`config.mk`:
```
export PLATFORM = sky130hd
export DESIGN_NAME = booster_separation_sequencer
export DESIGN_NICKNAME = d
export VERILOG_FILES = /design/src/bsep_pkg.sv /design/src/bsep_cfg.sv /design/src/bsep_seq.sv /design/src/booster_separation_sequencer.sv
export SDC_FILE = /design/constraint.sdc
export NUM_CORES = 1
export LEC_CHECK = 0
export ABC_AREA = 1
export BUFFER_PORTS_ARGS = -buffer_cell sky130_fd_sc_hd__clkbuf_2
export CAP_MARGIN = 40
export CORE_MARGIN = 2
export CORE_UTILIZATION = 32
export DETAILED_ROUTE_END_ITERATION = 7
export MAX_ROUTING_LAYER = met4
export PLACE_DENSITY = 0.45
export SYNTH_ARGS = -nofsm -noshare
export SYNTH_HDL_FRONTEND = slang
export SYNTH_SLANG_ARGS = --single-unit
```
`constraint.sdc`:
```
create_clock -name clk -period 18.6 [get_ports clk]
set_clock_uncertainty 0.05 [all_clocks]
set_input_delay 2.79 -clock clk [delete_from_list [all_inputs] [get_ports clk]]
set_output_delay 2.79 -clock clk [all_outputs]
set_load 0.02 [all_outputs]
```
`src/bsep_pkg.sv`:
```
// Shared types and constants for the booster separation sequencer.
package bsep_pkg;

	// Sequence timing and thresholds.
	localparam logic [31:0] START_MS  = 32'd100000;
	localparam logic [9:0]  CUE_PSI   = 10'd50;
	localparam logic [31:0] HOLD_MS   = 32'd4000;
	localparam logic [10:0] QBAR_Q16  = 11'd1369;
	localparam logic [9:0]  MODE_ARM  = 10'd102;
	localparam logic [9:0]  MODE_NEXT = 10'd103;

	// Configuration register indexes.
	localparam int unsigned CFG_IDX_W = 3;
	localparam logic [CFG_IDX_W-1:0] CFG_ROLL_LIMIT  = 3'd0;
	localparam logic [CFG_IDX_W-1:0] CFG_PITCH_LIMIT = 3'd1;
	localparam logic [CFG_IDX_W-1:0] CFG_YAW_LIMIT   = 3'd2;
	localparam logic [CFG_IDX_W-1:0] CFG_QBAR_LIMIT  = 3'd3;
	localparam logic [CFG_IDX_W-1:0] CFG_BACKUP_CUE  = 3'd4;
	localparam logic [CFG_IDX_W-1:0] CFG_MODING_DLY  = 3'd5;
	localparam logic [CFG_IDX_W-1:0] CFG_COMMAND_DLY = 3'd6;
	localparam logic [CFG_IDX_W-1:0] CFG_CUE_SPREAD  = 3'd7;
	localparam int unsigned CFG_DATA_W = 24;

	// Configuration register contents.
	typedef struct packed {
		logic [23:0] roll_rate_limit;
		logic [23:0] pitch_rate_limit;
		logic [23:0] yaw_rate_limit;
		logic [16:0] qbar_limit;
		logic [23:0] backup_cue_time;
		logic [15:0] moding_delay;
		logic [15:0] command_delay;
		logic [15:0] max_cue_spread;
	} cfg_t;

	// One input item.
	typedef struct packed {
		logic               action;
		logic [9:0]         new_major_mode;
		logic [31:0]        met_ms;
		logic [9:0]         left_chamber_psi;
		logic [9:0]         right_chamber_psi;
		logic signed [15:0] roll_rate;
		logic signed [15:0] pitch_rate;
		logic signed [15:0] yaw_rate;
		logic [15:0]        dyn_pressure_pa;
		logic               manual_enable;
		logic               manual_initiate;
		logic               meco_confirmed;
	} item_t;

	// One result item.
	typedef struct packed {
		logic seq_active;
		logic pc_cue_flag;
		logic initiated;
		logic pyro_arm;
		logic inhibit_alert;
		logic fire;
		logic sep_commanded;
		logic mode_103_request;
		logic master_reset;
		logic mode_accepted;
	} result_t;

endpackage

```
`src/bsep_cfg.sv`:
```
// Configuration register file for the booster separation sequencer.
module bsep_cfg (
	input  logic                                clk,
	input  logic                                arst_n,
	input  logic                                wr_en,
	input  logic [bsep_pkg::CFG_IDX_W-1:0]      wr_index,
	input  logic [bsep_pkg::CFG_DATA_W-1:0]     wr_data,
	output bsep_pkg::cfg_t                      cfg
);
	import bsep_pkg::*;

	cfg_t cfg_q;

	// Register writes, one register per write.
	always_ff @(posedge clk or negedge arst_n) begin
		if (!arst_n) begin
			cfg_q.roll_rate_limit  <= 24'd9999900;
			cfg_q.pitch_rate_limit <= 24'd9999900;
			cfg_q.yaw_rate_limit   <= 24'd9999900;
			cfg_q.qbar_limit       <= 17'd99999;
			cfg_q.backup_cue_time  <= 24'd131280;
			cfg_q.moding_delay     <= 16'd3200;
			cfg_q.command_delay    <= 16'd4900;
			cfg_q.max_cue_spread   <= 16'd5500;
		end else if (wr_en) begin
			case (wr_index)
				CFG_ROLL_LIMIT:  cfg_q.roll_rate_limit  <= wr_data;
				CFG_PITCH_LIMIT: cfg_q.pitch_rate_limit <= wr_data;
				CFG_YAW_LIMIT:   cfg_q.yaw_rate_limit   <= wr_data;
				CFG_QBAR_LIMIT:  cfg_q.qbar_limit       <= wr_data[16:0];
				CFG_BACKUP_CUE:  cfg_q.backup_cue_time  <= wr_data;
				CFG_MODING_DLY:  cfg_q.moding_delay     <= wr_data[15:0];
				CFG_COMMAND_DLY: cfg_q.command_delay    <= wr_data[15:0];
				CFG_CUE_SPREAD:  cfg_q.max_cue_spread   <= wr_data[15:0];
				default: ;
			endcase
		end
	end

	assign cfg = cfg_q;

endmodule

```
`src/bsep_seq.sv`:
```
// Sequence state registers and the per-item step logic.
module bsep_seq (
	input  logic              clk,
	input  logic              arst_n,
	input  logic              step_en,
	input  bsep_pkg::item_t   item,
	input  bsep_pkg::cfg_t    cfg,
	output bsep_pkg::result_t res
);
	import bsep_pkg::*;

	// Sequence state.
	logic        armed_q, init_latched_q, cmd_latched_q, cue_latched_q, alert_latched_q;
	logic        left_cue_valid_q, right_cue_valid_q, deadlines_set_q;
	logic        fire_started_q, hold_passed_q;
	logic [31:0] left_cue_time_q, right_cue_time_q;
	logic [31:0] moding_deadline_q, command_deadline_q, fire_start_time_q;

	logic        armed_d, init_latched_d, cmd_latched_d, cue_latched_d, alert_latched_d;
	logic        left_cue_valid_d, right_cue_valid_d, deadlines_set_d;
	logic        fire_started_d, hold_passed_d;
	logic [31:0] left_cue_time_d, right_cue_time_d;
	logic [31:0] moding_deadline_d, command_deadline_d, fire_start_time_d;

	// Saturating deadline sums.
	logic [32:0] moding_sum, command_sum;
	logic [31:0] moding_sat, command_sat;

	assign moding_sum  = {1'b0, item.met_ms} + {17'd0, cfg.moding_delay};
	assign command_sum = {1'b0, item.met_ms} + {17'd0, cfg.command_delay};
	assign moding_sat  = moding_sum[32] ? 32'hFFFF_FFFF : moding_sum[31:0];
	assign command_sat = command_sum[32] ? 32'hFFFF_FFFF : command_sum[31:0];

	// Rate magnitudes, 0 to 32768.
	function automatic logic [16:0] rate_mag(input logic [15:0] r);
		return r[15] ? (17'h10000 - {1'b0, r}) : {1'b0, r};
	endfunction

	logic rates_ok, qbar_ok, limits_ok;
	logic [26:0] qbar_prod;

	assign qbar_prod = 27'(item.dyn_pressure_pa) * 27'(QBAR_Q16);
	assign qbar_ok   = {6'd0, qbar_prod} < {cfg.qbar_limit, 16'd0};
	assign rates_ok  = ({7'd0, rate_mag(item.roll_rate)} < cfg.roll_rate_limit) &&
		({7'd0, rate_mag(item.pitch_rate)} < cfg.pitch_rate_limit) &&
		({7'd0, rate_mag(item.yaw_rate)} < cfg.yaw_rate_limit);
	assign limits_ok = rates_ok && qbar_ok;

	logic        tick_run, go_init, go_check, go_fire, pyro, fire, req103, mreset, accepted;
	logic [31:0] cue_gap, moding_eff, command_eff, hold_age;

	assign tick_run = !item.action && armed_q && (item.met_ms >= START_MS);

	// Step logic: mode handling, cue latching, initiation, check, fire and hold.
	always_comb begin
		armed_d            = armed_q;
		init_latched_d     = init_latched_q;
		cmd_latched_d      = cmd_latched_q;
		cue_latched_d      = cue_latched_q;
		alert_latched_d    = alert_latched_q;
		left_cue_valid_d   = left_cue_valid_q;
		right_cue_valid_d  = right_cue_valid_q;
		deadlines_set_d    = deadlines_set_q;
		fire_started_d     = fire_started_q;
		hold_passed_d      = hold_passed_q;
		left_cue_time_d    = left_cue_time_q;
		right_cue_time_d   = right_cue_time_q;
		moding_deadline_d  = moding_deadline_q;
		command_deadline_d = command_deadline_q;
		fire_start_time_d  = fire_start_time_q;
		go_init   = 1'b0;
		go_check  = 1'b0;
		go_fire   = 1'b0;
		pyro      = 1'b0;
		fire      = 1'b0;
		req103    = 1'b0;
		mreset    = 1'b0;
		accepted  = 1'b0;
		cue_gap   = 32'd0;
		hold_age  = 32'd0;
		moding_eff  = deadlines_set_q ? moding_deadline_q : moding_sat;
		command_eff = deadlines_set_q ? command_deadline_q : command_sat;

		if (item.action) begin
			if (item.new_major_mode == MODE_ARM) begin
				armed_d  = 1'b1;
				accepted = 1'b1;
			end else if (item.new_major_mode == MODE_NEXT) begin
				accepted = 1'b1;
			end
		end else if (tick_run) begin
			if (cmd_latched_q) begin
				go_fire = 1'b1;
			end else if (init_latched_q) begin
				go_init = 1'b1;
			end else begin
				// Latch the first low-pressure time on each side.
				if (item.left_chamber_psi < CUE_PSI && !left_cue_valid_q) begin
					left_cue_valid_d = 1'b1;
					left_cue_time_d  = item.met_ms;
				end
				if (item.right_chamber_psi < CUE_PSI && !right_cue_valid_q) begin
					right_cue_valid_d = 1'b1;
					right_cue_time_d  = item.met_ms;
				end
				cue_gap = (left_cue_time_d >= right_cue_time_d) ?
					(left_cue_time_d - right_cue_time_d) : (right_cue_time_d - left_cue_time_d);
				if (left_cue_valid_d && right_cue_valid_d &&
					cue_gap <= {16'd0, cfg.max_cue_spread}) begin
					cue_latched_d = 1'b1;
					go_init       = 1'b1;
				end
				if (!go_init && item.met_ms > {8'd0, cfg.backup_cue_time}) begin
					go_init = 1'b1;
				end
			end

			// Initiation: set deadlines once, then wait for them.
			if (go_init) begin
				init_latched_d = 1'b1;
				if (!deadlines_set_q) begin
					deadlines_set_d    = 1'b1;
					moding_deadline_d  = moding_sat;
					command_deadline_d = command_sat;
				end
				if (item.met_ms >= moding_eff) begin
					pyro = 1'b1;
					if (item.met_ms >= command_eff) begin
						go_check = 1'b1;
					end
				end
			end

			// Separation condition check with manual override.
			if (go_check) begin
				alert_latched_d = 1'b0;
				if (item.manual_enable && item.manual_initiate) begin
					go_fire = 1'b1;
				end else if (limits_ok) begin
					go_fire = 1'b1;
				end else begin
					alert_latched_d = 1'b1;
				end
			end

			// Fire, unless MECO is confirmed, and run the hold.
			if (go_fire && !item.meco_confirmed) begin
				fire          = 1'b1;
				cmd_latched_d = 1'b1;
				if (!fire_started_q) begin
					fire_started_d    = 1'b1;
					fire_start_time_d = item.met_ms;
					req103            = 1'b1;
				end
				hold_age = item.met_ms - fire_start_time_d;
				if (item.met_ms >= fire_start_time_d && hold_age >= HOLD_MS) begin
					if (!hold_passed_q) begin
						hold_passed_d = 1'b1;
					end else begin
						mreset  = 1'b1;
						armed_d = 1'b0;
					end
				end
			end
		end

		res.seq_active       = armed_d;
		res.pc_cue_flag      = cue_latched_d;
		res.initiated        = init_latched_d;
		res.pyro_arm         = pyro;
		res.inhibit_alert    = alert_latched_d;
		res.fire             = fire;
		res.sep_commanded    = cmd_latched_d;
		res.mode_103_request = req103;
		res.master_reset     = mreset;
		res.mode_accepted    = accepted;
	end

	// State update when an item moves through the step.
	always_ff @(posedge clk or negedge arst_n) begin
		if (!arst_n) begin
			armed_q            <= 1'b0;
			init_latched_q     <= 1'b0;
			cmd_latched_q      <= 1'b0;
			cue_latched_q      <= 1'b0;
			alert_latched_q    <= 1'b0;
			left_cue_valid_q   <= 1'b0;
			right_cue_valid_q  <= 1'b0;
			deadlines_set_q    <= 1'b0;
			fire_started_q     <= 1'b0;
			hold_passed_q      <= 1'b0;
			left_cue_time_q    <= 32'd0;
			right_cue_time_q   <= 32'd0;
			moding_deadline_q  <= 32'd0;
			command_deadline_q <= 32'd0;
			fire_start_time_q  <= 32'd0;
		end else if (step_en) begin
			armed_q            <= armed_d;
			init_latched_q     <= init_latched_d;
			cmd_latched_q      <= cmd_latched_d;
			cue_latched_q      <= cue_latched_d;
			alert_latched_q    <= alert_latched_d;
			left_cue_valid_q   <= left_cue_valid_d;
			right_cue_valid_q  <= right_cue_valid_d;
			deadlines_set_q    <= deadlines_set_d;
			fire_started_q     <= fire_started_d;
			hold_passed_q      <= hold_passed_d;
			left_cue_time_q    <= left_cue_time_d;
			right_cue_time_q   <= right_cue_time_d;
			moding_deadline_q  <= moding_deadline_d;
			command_deadline_q <= command_deadline_d;
			fire_start_time_q  <= fire_start_time_d;
		end
	end

	// The master reset pulse disarms the sequence.
	a_reset_disarms: assert property (@(posedge clk) disable iff (!arst_n)
		step_en && res.master_reset |=> !armed_q)
		else $error("sequence still armed after master reset");

	// Once the fire time is captured it is never released.
	a_fire_sticky: assert property (@(posedge clk) disable iff (!arst_n)
		fire_started_q |=> fire_started_q)
		else $error("fire start flag dropped");

	// The mode 103 request marks the first fire.
	a_req_first: assert property (@(posedge clk) disable iff (!arst_n)
		step_en && res.mode_103_request |-> !fire_started_q ##1 fire_started_q && cmd_latched_q)
		else $error("mode 103 request outside the first fire");

	// Pyro arm only comes with initiation latched.
	a_pyro_init: assert property (@(posedge clk) disable iff (!arst_n)
		step_en && res.pyro_arm |=> init_latched_q && deadlines_set_q)
		else $error("pyro arm without initiation");

endmodule

```
`src/booster_separation_sequencer.sv`:
```
// Top level of the booster separation sequencer: handshakes, item and result registers.
//
// Each item is taken into an input register, passes the sequencing logic and
// lands in a result register, so the block takes one item per clock cycle while
// the result side does not stall. The result is shown from the result register
// once the item has left the input register.
// The result register lets a new item enter while a finished result waits to be
// taken. The sequence state is updated as an item leaves the input register, so
// the next item always sees it. Configuration writes are taken in every cycle
// and should only be made while no item is in flight.
module booster_separation_sequencer (
	input  logic                               clk,
	input  logic                               arst_n,
	// Configuration write channel.
	input  logic                               cfg_valid,
	output logic                               cfg_ready,
	input  logic [bsep_pkg::CFG_IDX_W-1:0]     cfg_index,
	input  logic [bsep_pkg::CFG_DATA_W-1:0]    cfg_data,
	// Input item channel.
	input  logic                               in_valid,
	output logic                               in_ready,
	input  logic                               action,
	input  logic [9:0]                         new_major_mode,
	input  logic [31:0]                        met_ms,
	input  logic [9:0]                         left_chamber_psi,
	input  logic [9:0]                         right_chamber_psi,
	input  logic signed [15:0]                 roll_rate,
	input  logic signed [15:0]                 pitch_rate,
	input  logic signed [15:0]                 yaw_rate,
	input  logic [15:0]                        dyn_pressure_pa,
	input  logic                               manual_enable,
	input  logic                               manual_initiate,
	input  logic                               meco_confirmed,
	// Result item channel.
	output logic                               out_valid,
	input  logic                               out_ready,
	output logic                               seq_active,
	output logic                               pc_cue_flag,
	output logic                               initiated,
	output logic                               pyro_arm,
	output logic                               inhibit_alert,
	output logic                               fire,
	output logic                               sep_commanded,
	output logic                               mode_103_request,
	output logic                               master_reset,
	output logic                               mode_accepted
);
	import bsep_pkg::*;

	cfg_t    cfg;
	item_t   item_in, item_s1;
	logic    valid_s1;
	result_t step_res, res_q;
	logic    out_valid_q;
	logic    out_free, step_en;

	// Configuration registers.
	assign cfg_ready = 1'b1;

	bsep_cfg u_cfg (
		.clk      (clk),
		.arst_n   (arst_n),
		.wr_en    (cfg_valid),
		.wr_index (cfg_index),
		.wr_data  (cfg_data),
		.cfg      (cfg)
	);

	// Handshake: the step runs when the result register can take a result.
	assign out_free = !out_valid_q || out_ready;
	assign step_en  = valid_s1 && out_free;
	assign in_ready = !valid_s1 || step_en;

	assign item_in = '{
		action:            action,
		new_major_mode:    new_major_mode,
		met_ms:            met_ms,
		left_chamber_psi:  left_chamber_psi,
		right_chamber_psi: right_chamber_psi,
		roll_rate:         roll_rate,
		pitch_rate:        pitch_rate,
		yaw_rate:          yaw_rate,
		dyn_pressure_pa:   dyn_pressure_pa,
		manual_enable:     manual_enable,
		manual_initiate:   manual_initiate,
		meco_confirmed:    meco_confirmed
	};

	// Input register.
	always_ff @(posedge clk or negedge arst_n) begin
		if (!arst_n) begin
			valid_s1 <= 1'b0;
		end else if (in_ready) begin
			valid_s1 <= in_valid;
		end
	end

	always_ff @(posedge clk) begin
		if (in_valid && in_ready) begin
			item_s1 <= item_in;
		end
	end

	// Sequencing logic and state.
	bsep_seq u_seq (
		.clk     (clk),
		.arst_n  (arst_n),
		.step_en (step_en),
		.item    (item_s1),
		.cfg     (cfg),
		.res     (step_res)
	);

	// Result register.
	always_ff @(posedge clk or negedge arst_n) begin
		if (!arst_n) begin
			out_valid_q <= 1'b0;
		end else if (out_free) begin
			out_valid_q <= valid_s1;
		end
	end

	always_ff @(posedge clk) begin
		if (step_en) begin
			res_q <= step_res;
		end
	end

	assign out_valid        = out_valid_q;
	assign seq_active       = res_q.seq_active;
	assign pc_cue_flag      = res_q.pc_cue_flag;
	assign initiated        = res_q.initiated;
	assign pyro_arm         = res_q.pyro_arm;
	assign inhibit_alert    = res_q.inhibit_alert;
	assign fire             = res_q.fire;
	assign sep_commanded    = res_q.sep_commanded;
	assign mode_103_request = res_q.mode_103_request;
	assign master_reset     = res_q.master_reset;
	assign mode_accepted    = res_q.mode_accepted;

endmodule

```
==> impl_metrics.py, run 1 <==
metrics = {
    "detailed_routing": {
        "dr_wl_met2_um": 46000,
        "wl_met3_um": 3890,
        "drtIter0Drc": 1709,
        "highest_layer": "met4",
        "drt-pass1-iter-count": 5,
        "drc": 0,
        "drt_wl_total_um": 103000,
        "antenna_left": 0,
        "wl_met1_um": 51200,
        "via_per_inst": 4.77,
        "via_count": 28276,
        "wl_per_cell_um": 17.4,
    },
    "logic_synthesis": {
        "synthDistinctLibCells": 59,
        "synth_xor_area_share_pct": 3.54,
        "seq_area_frac_synth_pct": 36.7,
        "synth-compound-area-share_pct": 14.5,
        "ys_ff_latch": 471,
        "synth_warnings": 0,
        "syn_inst": 4319,
        "avgSynthCellArea_um2": 7.91,
        "synth_top_family_by_area": "simple AND/OR/NAND/NOR gates",
        "synth_adder_area_share_pct": 17.5,
        "synth_ff_type": "dfrtp_1",
        "yosys.area_share.simple_pct": 18.9,
        "async_reset_ff_share_pct": 70.7,
        "synth_edf_count": 138,
        "syn_area_um2": 34200,
        "synthMuxAreaShare_pct": 0.0586,
    },
    "power_and_ir_drop": {
        "power_density_nw_per_um2": 90.5,
        "swShare_pct": 33.3,
        "pwr-share-seq_pct": 35.5,
        "power_uw": 3510,
        "pwr-share-comb_pct": 28.7,
        "p_int_uw": 2340,
        "ir_drop_mv": 0.0671,
        "p_sw_uw": 1170,
        "leakagePower_uw": 0.0184,
        "power_frac_clock_pct": 35.8,
    },
    "clocking": {
        "htreeDepth": 2,
        "post-cts-setup-buffers": 0,
        "root_buffer": "clkbuf_16",
        "holdBufCountCts": 0,
        "clkSlewWorstSetupHoldPaths_ns": 0.06,
        "clock_sinks": 471,
        "cts_tree": "built",
        "postCtsResizedCells": 0,
        "clockBufferDepth": 3,
        "cts_inserted_buffers": 60,
        "insertion_delay_ns": 0.71,
    },
    "min_path": {
        "hold_path.class": "reg2reg",
        "hold_depth": 2,
    },
    "worst_setup_path": {
        "crit_type": "reg2reg",
        "path_buf_inv": 6,
        "cp.depth": 35,
        "end_kind": "flop",
        "worstPathMaxFanout": 66,
        "crit_arrival_ns": 9.04,
        "ff2ff_path_depth": 35,
        "critPathTopFamily": "adder cells",
        "crit_path_start_kind": "flop",
        "slowest_delay_ns": 0.60,
        "cp_slowest_cell": "buf_4",
        "path_common_cell": "inv_1",
        "crit_required_ns": 19.18,
    },
    "floorplanning": {
        "die_x_um": 331,
        "initial_core_util_pct": 32.4,
        "rows": 119,
        "core_region_area_um2": 106000,
        "dieHeight_um": 331,
        "die_area_um2": 109000,
        "io_pins": 175,
    },
    "sta": {
        "rsz0062_at_grt": "false",
        "finalCritPeriodShare_pct": 45.5,
        "final.setup.tns_ns": 0,
        "finalCriticalPeriod_ns": 8.46,
        "finalHoldViolCount": 0,
        "worst_slew_pin_slew_ns": 0.912,
        "relSlewSlack_pct": 39.2,
        "setup_viol": 0,
        "final-max-slew-violation-count": 0,
        "max_freq_mhz": 118,
    },
    "grt": {
        "grt_max_degree": 148,
        "antenna_found_initial": 7,
        "grt_pass1_wl_um": 162000,
        "grt_usage_pct": 19.7,
        "grt-ovfl-total": 0,
        "grt_pass1_vias": 27746,
    },
    "final_layout": {
        "final.fill_count": 11146,
        "layoutNonFillerInstCount": 5928,
        "layout-drive-gt1-share_pct": 9.62,
        "area_delta_synth_final_pct": 13.6,
        "nets": 5091,
        "most-common-layout-cells": "1107 x nand2_1, 645 x inv_1, 439 x o21ai_0, 396 x ha_1, 273 x dfrtp_1",
        "multi_input_area_um2": 18700,
        "final_common_cell": "nand2_1",
        "seqCellArea_um2": 12600,
    },
    "placement": {
        "portBuffers": 171,
        "dpl.cell_count": 5811,
        "dp_hpwl_um": 77700,
        "finalWeightedCongestion": 0.900,
    },
    "outcome": {
        "status": "complete, no violations",
    },
    "flow_run": {
        "maxCapViolCount": 0,
    },
}
[through the flow]
step	hold WS, ns	utilization, %	setup WS, ns	area (um^2)
2_1_floorplan	0.371	-	11.89	34200
3_3_place_gp	0.384	34.6	10.01	36600
3_5_place_dp	0.387	34.7	10.05	36700
4_1_cts	0.402	36.8	10.07	38800
5_1_grt	0.425	36.8	9.28	38800
6_report	0.403	36.8	10.14	38800
[Yosys cell counts (all sizes together) (10+ instances only)]
master | instances | share of area, %
a211oi | 15 | 0.33
a21boi | 11 | 0.24
a21o | 12 | 0.26
a21oi | 224 | 3.3
buf | 34 | 0.71
clkbuf | 80 | 0.88
dfrtp | 273 | 20
dfstp | 60 | 4.6
edfxtp | 138 | 12
fa | 51 | 3.0
ha | 396 | 14
inv | 654 | 7.2
nand2 | 1119 | 12
nand3 | 123 | 1.8
nand4 | 33 | 0.64
nor2 | 231 | 2.7
nor3 | 53 | 0.79
nor4 | 20 | 0.37
o211ai | 10 | 0.22
o21ai | 519 | 7.8
o21bai | 11 | 0.24
o22ai | 48 | 0.88
xnor2 | 59 | 1.5
xor2 | 79 | 2.0
[worst reg2reg max path, delay by kind of cell, from the launching register on]
kind	cells	cell delay [ns]
buf+inv	6	0.89
simple gates	13	2.18
fa+ha+maj	7	3.07
compound gates	8	1.61
flops	1	0.55
xor+xnor	1	0.12
[power groups by stage]
stage,combinational [uW],clock [uW],sequential (uW)
after floorplan,747,0,1250
after global placement,1020,0,1260
after detailed placement,1020,0,1270
after CTS,1030,1300,1250
after global routing,1200,1330,1260
final,1010,1260,1250
[path summary, 6_finish.rpt]
check | slack, ns | endpoint | from
max | 10.14 | u_seq.fire_start_time_q[14]$_DFFE_PN0P_ | item_s1[10]$_DFFE_PP_
min | 0.40 | u_seq.hold_passed_q$_DFFE_PN0P_ | u_seq.hold_passed_q$_DFFE_PN0P_
max reg2reg | 10.14 | u_seq.fire_start_time_q[14]$_DFFE_PN0P_ | item_s1[10]$_DFFE_PP_
min reg2reg | 0.40 | u_seq.hold_passed_q$_DFFE_PN0P_ | u_seq.hold_passed_q$_DFFE_PN0P_
max in group asynchronous | 14.45 | u_cfg.cfg[100]$_DFFE_PN0P_ | arst_n
min in group asynchronous | 2.06 | out_valid$_DFFE_PN0P_ | arst_n
[registers in the layout, indices dropped and copies added, names as in the netlist, 32 cells and up]
name and flops:
item_s1 128, u_cfg.cfg 161, u_seq.command_deadline_q 32, u_seq.fire_start_time_q 32, u_seq.left_cue_time_q 32, u_seq.moding_deadline_q 32, u_seq.right_cue_time_q 32
[logic make-up (layout without fill, tap and decap cells)]
logic type	count (synthesis)	count (layout)
buf+inv	771	984
flops	471	471
other cells	2	7
xor+xnor	138	138
compound gates	898	898
fa+ha+maj	447	447
mux	2	2
simple gates	1590	1590
[metal layers]
| layer | vias to the layer above | GRT usage [%] |
|---|---|---|
| met4 | 0 | 4.65 |
| met2 | 423 | 30.4 |
| met1 | 13240 | 27.6 |
| met3 | 110 | 2.23 |
| li1 | 14503 | - |
| met5 | - | - |
[layout make-up]
type / instances / area share [%]
multi-input cells: 3079 / 48.1
flip-flops and latches: 471 / 32.3
inverters: 657 / 6.37
well taps: 1391 / 4.48
clock buffers: 84 / 4.36
repair buffers: 213 / 3.22
clock inverters: 30 / 1.13
diodes: 3 / 0.0193
Power figures use the tool's default switching activity.
==> inputs of run 2 (changes only) <==
==> constraint.sdc (replaced) <==
create_clock -name clk -period 7.9 [get_ports clk]
set_clock_uncertainty 0.05 [all_clocks]
set_input_delay 1.185 -clock clk [delete_from_list [all_inputs] [get_ports clk]]
set_output_delay 1.185 -clock clk [all_outputs]
set_load 0.02 [all_outputs]
==> run 2 against run 1 <==
  * Total power rose by 140%
  * Via count rose by 0.97%
  * Routed wire length rose by 2.4%
  * Worst hold slack got worse by 0.00070 ns
  * Cell count rose by 0.81%
  * Setup slack got worse by 9.6 ns
==> impl_metrics.py, run 2 (same netlist as run 1, synthesis figures left out) <==
metrics = {
    "outcome": {
        "status": "complete, no violations",
    },
    "detailed_routing": {
        "via_per_inst": 4.78,
        "drt_wl_total_um": 106000,
        "drc": 0,
        "via_count": 28551,
        "wl_per_cell_um": 17.7,
        "drt-pass1-iter-count": 5,
        "drtIter0Drc": 1792,
        "antenna_left": 0,
    },
    "worst_setup_path": {
        "crit_arrival_ns": 7.87,
        "ff2ff_path_depth": 34,
        "slowest_delay_ns": 0.55,
        "path_common_cell": "fa_1",
        "r2r_slack_ns": 0.57,
        "end_kind": "flop",
        "crit_path_start_kind": "flop",
        "crit_type": "reg2reg",
        "crit_required_ns": 8.44,
        "worstPathMaxFanout": 18,
        "cp_slowest_cell": "fa_1",
    },
    "clocking": {
        "clkSlewWorstSetupHoldPaths_ns": 0.06,
        "htreeDepth": 2,
        "clockBufferDepth": 3,
        "clock_sinks": 471,
        "insertion_delay_ns": 0.67,
        "root_buffer": "clkbuf_16",
        "cts_inserted_buffers": 60,
        "holdBufCountCts": 0,
        "cts_tree": "built",
    },
    "grt": {
        "antenna_found_initial": 5,
        "grt_usage_pct": 20.2,
        "grt_max_degree": 92,
        "grt_pass1_wl_um": 165000,
        "grt-ovfl-total": 0,
        "grt_pass1_vias": 28292,
    },
    "sta": {
        "setup_viol": 0,
        "rsz0062_at_grt": "false",
        "holdWs_ns": 0.402,
        "max_freq_mhz": 136,
        "finalHoldViolCount": 0,
        "worst_slew_pin_slew_ns": 0.844,
        "final-max-slew-violation-count": 0,
        "finalCriticalPeriod_ns": 7.33,
        "final.setup.tns_ns": 0,
        "relSlewSlack_pct": 43.7,
        "fin_ws_ns": 0.572,
        "finalCritPeriodShare_pct": 92.8,
    },
    "floorplanning": {
        "io_pins": 175,
        "core_region_area_um2": 106000,
        "dieHeight_um": 331,
        "die_x_um": 331,
        "die_area_um2": 109000,
        "initial_core_util_pct": 32.4,
        "rows": 119,
    },
    "final_layout": {
        "seqCellArea_um2": 12600,
        "final_common_cell": "nand2_1",
        "most-common-layout-cells": "1107 x nand2_1, 645 x inv_1, 436 x o21ai_0, 396 x ha_1, 273 x dfrtp_1",
        "area_delta_synth_final_pct": 14.8,
        "layout-drive-gt1-share_pct": 10.6,
        "nets": 5140,
        "final.fill_count": 10997,
        "largest_register_ff_count": 161,
        "multi_input_area_um2": 18700,
        "layoutNonFillerInstCount": 5976,
    },
    "placement": {
        "finalWeightedCongestion": 0.906,
        "dp_hpwl_um": 81100,
        "portBuffers": 171,
        "dpl.cell_count": 5857,
        "pre_cts_ws_ns": 0.321,
    },
    "power_and_ir_drop": {
        "ir_drop_mv": 0.161,
        "power_density_nw_per_um2": 212,
        "leakagePower_uw": 0.0187,
    },
    "min_path": {
        "hold_depth": 2,
        "hold_path.class": "reg2reg",
    },
    "flow_run": {
        "maxCapViolCount": 0,
    },
}
==> run 2: report_power, final <==
| part | internal (uW) | switching (uW) | leakage, uW |
|---|---|---|---|
| registers | 2780 | 152 | 0.00538 |
| logic | 1000 | 1430 | 0.0122 |
| clock network | 1770 | 1170 | 0.00103 |
==> run 2: per-layer routing <==
layer	track usage [%]	up-vias	part of all wire, %
li1	-	14613	-
met1	28.0	13320	49
met2	31.0	485	44
met3	2.34	133	4.3
met4	5.52	0	2.6
met5	-	-	0
==> run 2: per-stage QoR <==
stage                     util (%)  area [um^2]  power [uW]
after floorplan                  -        34200        4700
after global placement        35.1        37000        5420
after detailed placement      35.1        37100        5440
after CTS                     37.1        39200        8450
after global routing          37.2        39200        8960
final                         37.2        39300        8310
==> run 2: timing repair <==
action | 4_1_cts | 5_1_grt
resized for setup | 0 | 4
setup endpoints to repair | 0 | 42
buffers inserted | 0 | 2
==> run 2: worst paths after layout <==
kind,to,from
min in group asynchronous,u_seq.left_cue_time_q[25]$_DFFE_PN0P_,arst_n
worst min register to register,u_seq.hold_passed_q$_DFFE_PN0P_,u_seq.hold_passed_q$_DFFE_PN0P_
max in group asynchronous,u_cfg.cfg[90]$_DFFE_PN0P_,arst_n
worst max register to register,u_seq.fire_start_time_q[27]$_DFFE_PN0P_,item_s1[7]$_DFFE_PP_
worst max-delay path,u_seq.fire_start_time_q[27]$_DFFE_PN0P_,item_s1[7]$_DFFE_PP_
worst min-delay path,u_seq.hold_passed_q$_DFFE_PN0P_,u_seq.hold_passed_q$_DFFE_PN0P_
==> run 2: layout make-up <==
type	count	share of cell area, %
antenna	4	0.0255
clock buffer	87	4.58
clock inverter	25	0.755
inverter	657	6.30
multi-input combinational	3079	47.5
sequential	471	32.0
tap	1391	4.43
timing repair buffer	262	4.38
==> run 2: critical path: cells and delay by family (launching register included) <==
| family | cells | cell delay, ns |
|---|---|---|
| adder cells (fa/ha/maj) | 7 | 3.09 |
| AND/OR/NAND/NOR | 13 | 1.62 |
| AO/OA/AOI/OAI | 8 | 1.25 |
| buffers and inverters | 5 | 0.60 |
| flip-flops | 1 | 0.52 |
| XOR/XNOR | 1 | 0.12 |
